==> src/rtl/npd_pkg.sv <==
package npd_pkg;

    // Defaults for the top-level parameters
    localparam int N_COEFFS_DEF = 256;
    localparam int Q_BITS_DEF   = 13;

    // Fixed beat field widths
    localparam int OPCODE_W = 2;
    localparam int INDEX_W  = 8;
    localparam int COEFF_W  = 13;

    typedef enum logic [OPCODE_W-1:0] {
        OP_LOAD = 2'd0,
        OP_MAC  = 2'd1,
        OP_READ = 2'd2
    } t_opcode;

    // Controller -> datapath commands
    typedef struct packed {
        logic accept;     // input beat taken this cycle
        logic load_we;    // write coefficient pair
        logic mac_start;  // MAC accepted (clear on clear_first)
        logic rd_en;      // s memory read at counter
        logic mac_step;   // one product row into the accumulator, shift a
        logic flip;       // a row has gone round once: toggle polarity
        logic rot_step;   // rotate accumulator row by one
        logic out_load;   // move read value into output register
    } t_cmd;

    // Datapath -> controller status
    typedef struct packed {
        logic in_range;   // incoming index below N_COEFFS
        logic out_busy;   // output register full and not being taken
    } t_sts;

endpackage

==> src/rtl/npd_ctrl.sv <==
module npd_ctrl #(
    parameter int N_COEFFS = npd_pkg::N_COEFFS_DEF,
    parameter int CNT_W    = $clog2(npd_pkg::N_COEFFS_DEF + 1)
) (
    input  logic                          i_clk,
    input  logic                          i_rst_n,
    input  logic                          i_in_valid,
    input  logic [npd_pkg::OPCODE_W-1:0]  i_opcode,
    input  npd_pkg::t_sts                 i_sts,
    output logic                          o_in_ready,
    output npd_pkg::t_cmd                 o_cmd,
    output logic [CNT_W-1:0]              o_cnt
);

    typedef enum logic [3:0] {
        S_IDLE = 4'b0001,
        S_MAC  = 4'b0010,
        S_READ = 4'b0100,
        S_OUT  = 4'b1000
    } t_state;

    localparam logic [CNT_W-1:0] CNT_LAST = CNT_W'(N_COEFFS);
    localparam logic [CNT_W-1:0] ROT_LAST = CNT_W'(N_COEFFS - 1);

    t_state           r_state, n_state;
    logic [CNT_W-1:0] r_cnt,   n_cnt;
    logic             w_fire;

    // no beat is taken while reset is held
    assign o_in_ready = (r_state == S_IDLE) && i_rst_n;
    assign w_fire     = o_in_ready && i_in_valid;

    always_comb begin
        n_state = r_state;
        n_cnt   = r_cnt;
        o_cmd   = '0;
        unique case (r_state)
            S_IDLE: begin
                o_cmd.accept = w_fire;
                n_cnt        = '0;
                if (w_fire) begin
                    unique case (npd_pkg::t_opcode'(i_opcode))
                        npd_pkg::OP_LOAD: begin
                            o_cmd.load_we = i_sts.in_range;
                        end
                        npd_pkg::OP_MAC: begin
                            o_cmd.mac_start = 1'b1;
                            n_state         = S_MAC;
                        end
                        npd_pkg::OP_READ: begin
                            n_state = i_sts.in_range ? S_READ : S_OUT;
                        end
                        default: begin
                            n_state = S_IDLE;
                        end
                    endcase
                end
            end
            S_MAC: begin
                // read s[cnt] while the product of s[cnt-1] goes in
                o_cmd.rd_en    = (r_cnt != CNT_LAST);
                o_cmd.mac_step = (r_cnt != '0);
                if (r_cnt == CNT_LAST) begin
                    o_cmd.flip = 1'b1;
                    n_state    = S_IDLE;
                end else begin
                    n_cnt = r_cnt + CNT_W'(1);
                end
            end
            S_READ: begin
                o_cmd.rot_step = 1'b1;
                if (r_cnt == ROT_LAST) begin
                    n_state = S_OUT;
                end else begin
                    n_cnt = r_cnt + CNT_W'(1);
                end
            end
            S_OUT: begin
                if (!i_sts.out_busy) begin
                    o_cmd.out_load = 1'b1;
                    n_state        = S_IDLE;
                end
            end
            default: begin
                n_state = S_IDLE;
            end
        endcase
    end

    always_ff @(posedge i_clk) begin
        if (!i_rst_n) begin
            r_state <= S_IDLE;
            r_cnt   <= '0;
        end else begin
            r_state <= n_state;
            r_cnt   <= n_cnt;
        end
    end

    assign o_cnt = r_cnt;

    a_mac_starts_at_zero: assert property (@(posedge i_clk) disable iff (!i_rst_n)
        (w_fire && (i_opcode == npd_pkg::OP_MAC)) |=> (r_state == S_MAC && r_cnt == '0))
        else $error("MAC did not start from count zero");

    a_mac_cnt_bound: assert property (@(posedge i_clk) disable iff (!i_rst_n)
        (r_state == S_MAC) |-> (r_cnt <= CNT_LAST))
        else $error("MAC count ran past N");

    a_read_cnt_bound: assert property (@(posedge i_clk) disable iff (!i_rst_n)
        (r_state == S_READ) |-> (r_cnt <= ROT_LAST))
        else $error("read rotation count ran past N-1");

    a_read_to_out: assert property (@(posedge i_clk) disable iff (!i_rst_n)
        (r_state == S_READ && r_cnt == ROT_LAST) |=> (r_state == S_OUT))
        else $error("full rotation did not end in output stage");

endmodule

==> config.mk <==
export PLATFORM = sky130hd
export DESIGN_NAME = npd_ctrl
export DESIGN_NICKNAME = d
export VERILOG_FILES = /design/src/rtl/npd_pkg.sv /design/src/rtl/npd_ctrl.sv
export SDC_FILE = /design/constraint.sdc
export NUM_CORES = 1
export LEC_CHECK = 0
export ABC_AREA = 1
export CAP_MARGIN = 20
export CORE_MARGIN = 3
export CORE_UTILIZATION = 45
export CTS_BUF_LIST = sky130_fd_sc_hd__clkbuf_8
export DETAILED_ROUTE_END_ITERATION = 10
export DONT_BUFFER_PORTS = 1
export MAX_ROUTING_LAYER = met4
export PLACE_DENSITY_LB_ADDON = 0.25
export SLEW_MARGIN = 20
export SYNTH_ARGS = -nofsm -noshare
export SYNTH_HDL_FRONTEND = slang
export SYNTH_SLANG_ARGS = --single-unit
==> constraint.sdc <==
create_clock -name i_clk -period 2.13 [get_ports i_clk]
set_input_delay 0.213 -clock i_clk [delete_from_list [all_inputs] [get_ports i_clk]]
set_output_delay 0.213 -clock i_clk [all_outputs]
set_load 0.1 [all_outputs]
==> results.sh <==
export IMPL_outcome="finished, final reports clean"
export IMPL_fp_row_count=17
export IMPL_m1WireLength_um=1170
export IMPL_via_count=1164
export IMPL_portBuffers=0
export IMPL_fmax_mhz=479
export IMPL_start_kind="flip-flop"
export IMPL_grt_setup_unrepaired="yes"
export IMPL_wirelength_um=2960
export IMPL_switching_share_pct=53.9
export IMPL_grt_max_degree=9
export IMPL_wl_met3_um=174
export IMPL_ant_nets=0
export IMPL_drtIter0Drc=25
export IMPL_met2_length_um=1530
export IMPL_start_util_pct=47.9
export IMPL_dieArea_sq_um=3030
export IMPL_hold_viol=0
export IMPL_wl_per_cell_um=13.4
export IMPL_intPower_mw=0.642
export IMPL_seq_area_frac_synth_pct=24.1
export IMPL_cts_tree="yes"
export IMPL_syn_inst=170
export IMPL_p_comb_share_pct=60.3
export IMPL_reg2regPathDepth=13
export IMPL_worst_path_max_fanout=8
export IMPL_skew_ns=0.00206
export IMPL_crit_arrival_ns=1.88
export IMPL_cts_buffer_depth=2
export IMPL_nets=207
export IMPL_drc=0
export IMPL_cap_viol_max_count=0
export IMPL_pwr_share_seq_pct=23.3
export IMPL_register_area_sq_um=284
export IMPL_endpoint_kind="primary output"
export IMPL_htree_levels=1
export IMPL_required_ns=1.92
export IMPL_synth_nets=183
export IMPL_drive_above_1_share_pct=37.8
export IMPL_worstSetupPathType="reg2out"
export IMPL_syn_cell_area_sq_um=1080
export IMPL_setup_violations=0
export IMPL_irDropWorstVdd_mv=0.642
export IMPL_clk_pin_slew_ns=0.06
export IMPL_min_path_type="in2reg"
export IMPL_antenna_found_initial=0
export IMPL_synth_seq_cells=13
export IMPL_powerDensity_nw_per_um2=932
export IMPL_die_h_um=55.0
export IMPL_via_per_inst=5.27
export IMPL_cts_sinks=13
export IMPL_power_switching_mw=0.749
export IMPL_die_w_um=55.0
export IMPL_cts_root_buf="clkbuf_8"
export IMPL_numCtsBuffers=3
export IMPL_slew_viol_final=0
export IMPL_syn_area_per_cell_sq_um=6.36
export IMPL_nFillCells=213
export IMPL_multi_input_area_sq_um=790
export IMPL_ctsHoldBuffers=0
export IMPL_clkLatencyLatePin_ns=0.25
export IMPL_clkPwrFrac_pct=16.3
export IMPL_fin_crit_ns=2.09
export IMPL_gp_congestion=0.923
export IMPL_core_area_sq_um=2250
export IMPL_boundaryPins=25
export IMPL_grt_ovfl_total=0
export IMPL_finalCritPeriodShare_pct=98.1
export IMPL_grt_pass1_vias=1143
export IMPL_dpl_hpwl_um=2250
export IMPL_areaGrowthSynthToFinish_pct=38.1
export IMPL_num_antenna_cells=0
export IMPL_synthDistinctLibCells=23
export IMPL_drtPass1Iterations=4
export IMPL_grt_pass1_wl_um=4730
export IMPL_setup_tns_final_ns=0
export IMPL_min_path_cells=1
export IMPL_worst_hold_slack_ns=0.0737
export IMPL_worstMarginPinSlew_ns=0.341
export IMPL_gr_usage_all_layers_pct=22.3
export IMPL_routed_top_layer="met4"
export IMPL_p_leak_nw=0.701
export IMPL_ys_warn_count=0
export IMPL_slew_headroom_pct=77.3
==> cells in the mapped netlist <==
| library cell | count | area (sq um) |
|---|---|---|
| nand2_1 | 37 | 139 |
| inv_1 | 25 | 93.8 |
| nor2_1 | 23 | 86.3 |
| nand3_1 | 16 | 80.1 |
| dfxtp_1 | 13 | 260 |
| a21oi_1 | 8 | 40.0 |
| ha_1 | 6 | 75.1 |
| inv_2 | 6 | 22.5 |
| nor2_2 | 5 | 31.3 |
| nand2_2 | 4 | 25.0 |
| nand2_4 | 4 | 45.0 |
| nor2_4 | 4 | 45.0 |
| o21ai_0 | 4 | 20.0 |
| nand4_1 | 3 | 18.8 |
| a21oi_2 | 2 | 17.5 |
| nand3_2 | 2 | 20.0 |
| nor3_1 | 2 | 10.0 |
| inv_4 | 1 | 6.26 |
| nand3_4 | 1 | 17.5 |
| nor4_1 | 1 | 6.26 |
| o211ai_1 | 1 | 7.51 |
| o21ai_1 | 1 | 5.00 |
| xnor2_1 | 1 | 8.76 |
==> registers in the layout, indices dropped and copies added (netlist names) <==
| signal | cells |
|---|---|
| o_cnt | 9 |
| r_state | 4 |
==> layout make-up <==
| class | count | share of cell area, % |
|---|---|---|
| flip-flops and latches | 13 | 19.0 |
| well taps | 28 | 2.35 |
| inverters | 32 | 8.47 |
| multi-input cells | 125 | 52.9 |
| repair buffers | 19 | 14.2 |
| clock inverters | 1 | 0.251 |
| clock buffers | 3 | 2.77 |
==> logic make-up (layout without fill, tap and decap cells) <==
group,count (synthesis),after routing,share of synthesized area (%)
XOR/XNOR,1,1,0.810
buffers and inverters,32,55,11.3
AND/OR/NAND/NOR,102,102,48.5
flip-flops,13,13,24.1
AO/OA/AOI/OAI,16,16,8.33
adder cells (fa/ha/maj),6,6,6.94
==> critical path, cell delays in order (launching register included) <==
cell,delay (ns)
dfxtp_4,0.36
buf_6,0.23
inv_1,0.09
ha_1,0.25
nand2_1,0.14
nor2_4,0.07
nand2_2,0.11
nand2_4,0.09
inv_1,0.10
buf_12,0.18
==> final timing paths <==
check                 from         end  slack [ns]
setup / recovery  o_cnt[0]    o_cmd[4]        0.04
setup reg to reg  o_cnt[0]    o_cnt[8]        0.15
hold / removal     i_rst_n  r_state[0]        0.07
hold reg to reg   o_cnt[7]    o_cnt[7]        0.51
==> power by group through the flow <==
| stage | Combinational (mW) | Clock, mW | Sequential (mW) |
|---|---|---|---|
| 2_1_floorplan | 0.593 | 0 | 0.394 |
| 3_3_place_gp | 0.806 | 0 | 0.327 |
| 3_5_place_dp | 0.815 | 0 | 0.328 |
| 4_1_cts | 0.830 | 0.230 | 0.324 |
| 5_1_grt | 0.917 | 0.242 | 0.329 |
| 6_report | 0.840 | 0.227 | 0.325 |
==> layer usage <==
layer | vias to the layer above | global-route usage [%]
li1 | 582 | -
met1 | 523 | 24.3
met2 | 48 | 37.4
met3 | 11 | 4.83
met4 | 0 | 13.0
met5 | - | -
==> layout by cell type (no fill, tap or decap), types with 5 or more instances in the layout <==
| cell | n |
|---|---|
| nor2_1 | 19 |
| inv_1 | 25 |
| nor2_2 | 5 |
| dfxtp_4 | 5 |
| nand2_1 | 35 |
| nand2_4 | 5 |
| buf_12 | 5 |
| nand2_2 | 5 |
| nor2_4 | 8 |
| buf_4 | 12 |
| inv_2 | 6 |
| a21oi_1 | 7 |
| nand3_1 | 14 |
==> timing repair <==
item	CTS	global route
endpoints found under the setup margin	1	5
gates resized for setup	2	7
setup buffers	0	1
pin swaps	0	2
==> per-stage QoR <==
step | std cells | worst slack, ns | area, sq um | total power, mW | utilization [%]
floorplan | 170 | -0.0343 | 1160 | 0.987 | -
global placement | 216 | 0.226 | 1400 | 1.13 | 62.0
detailed placement | 216 | 0.186 | 1400 | 1.14 | 62.0
CTS | 220 | 0.00853 | 1450 | 1.38 | 64.4
global route | 221 | -0.0419 | 1490 | 1.49 | 66.2
finish | 221 | 0.0411 | 1490 | 1.39 | 66.2
Power figures use the tool's default switching activity.
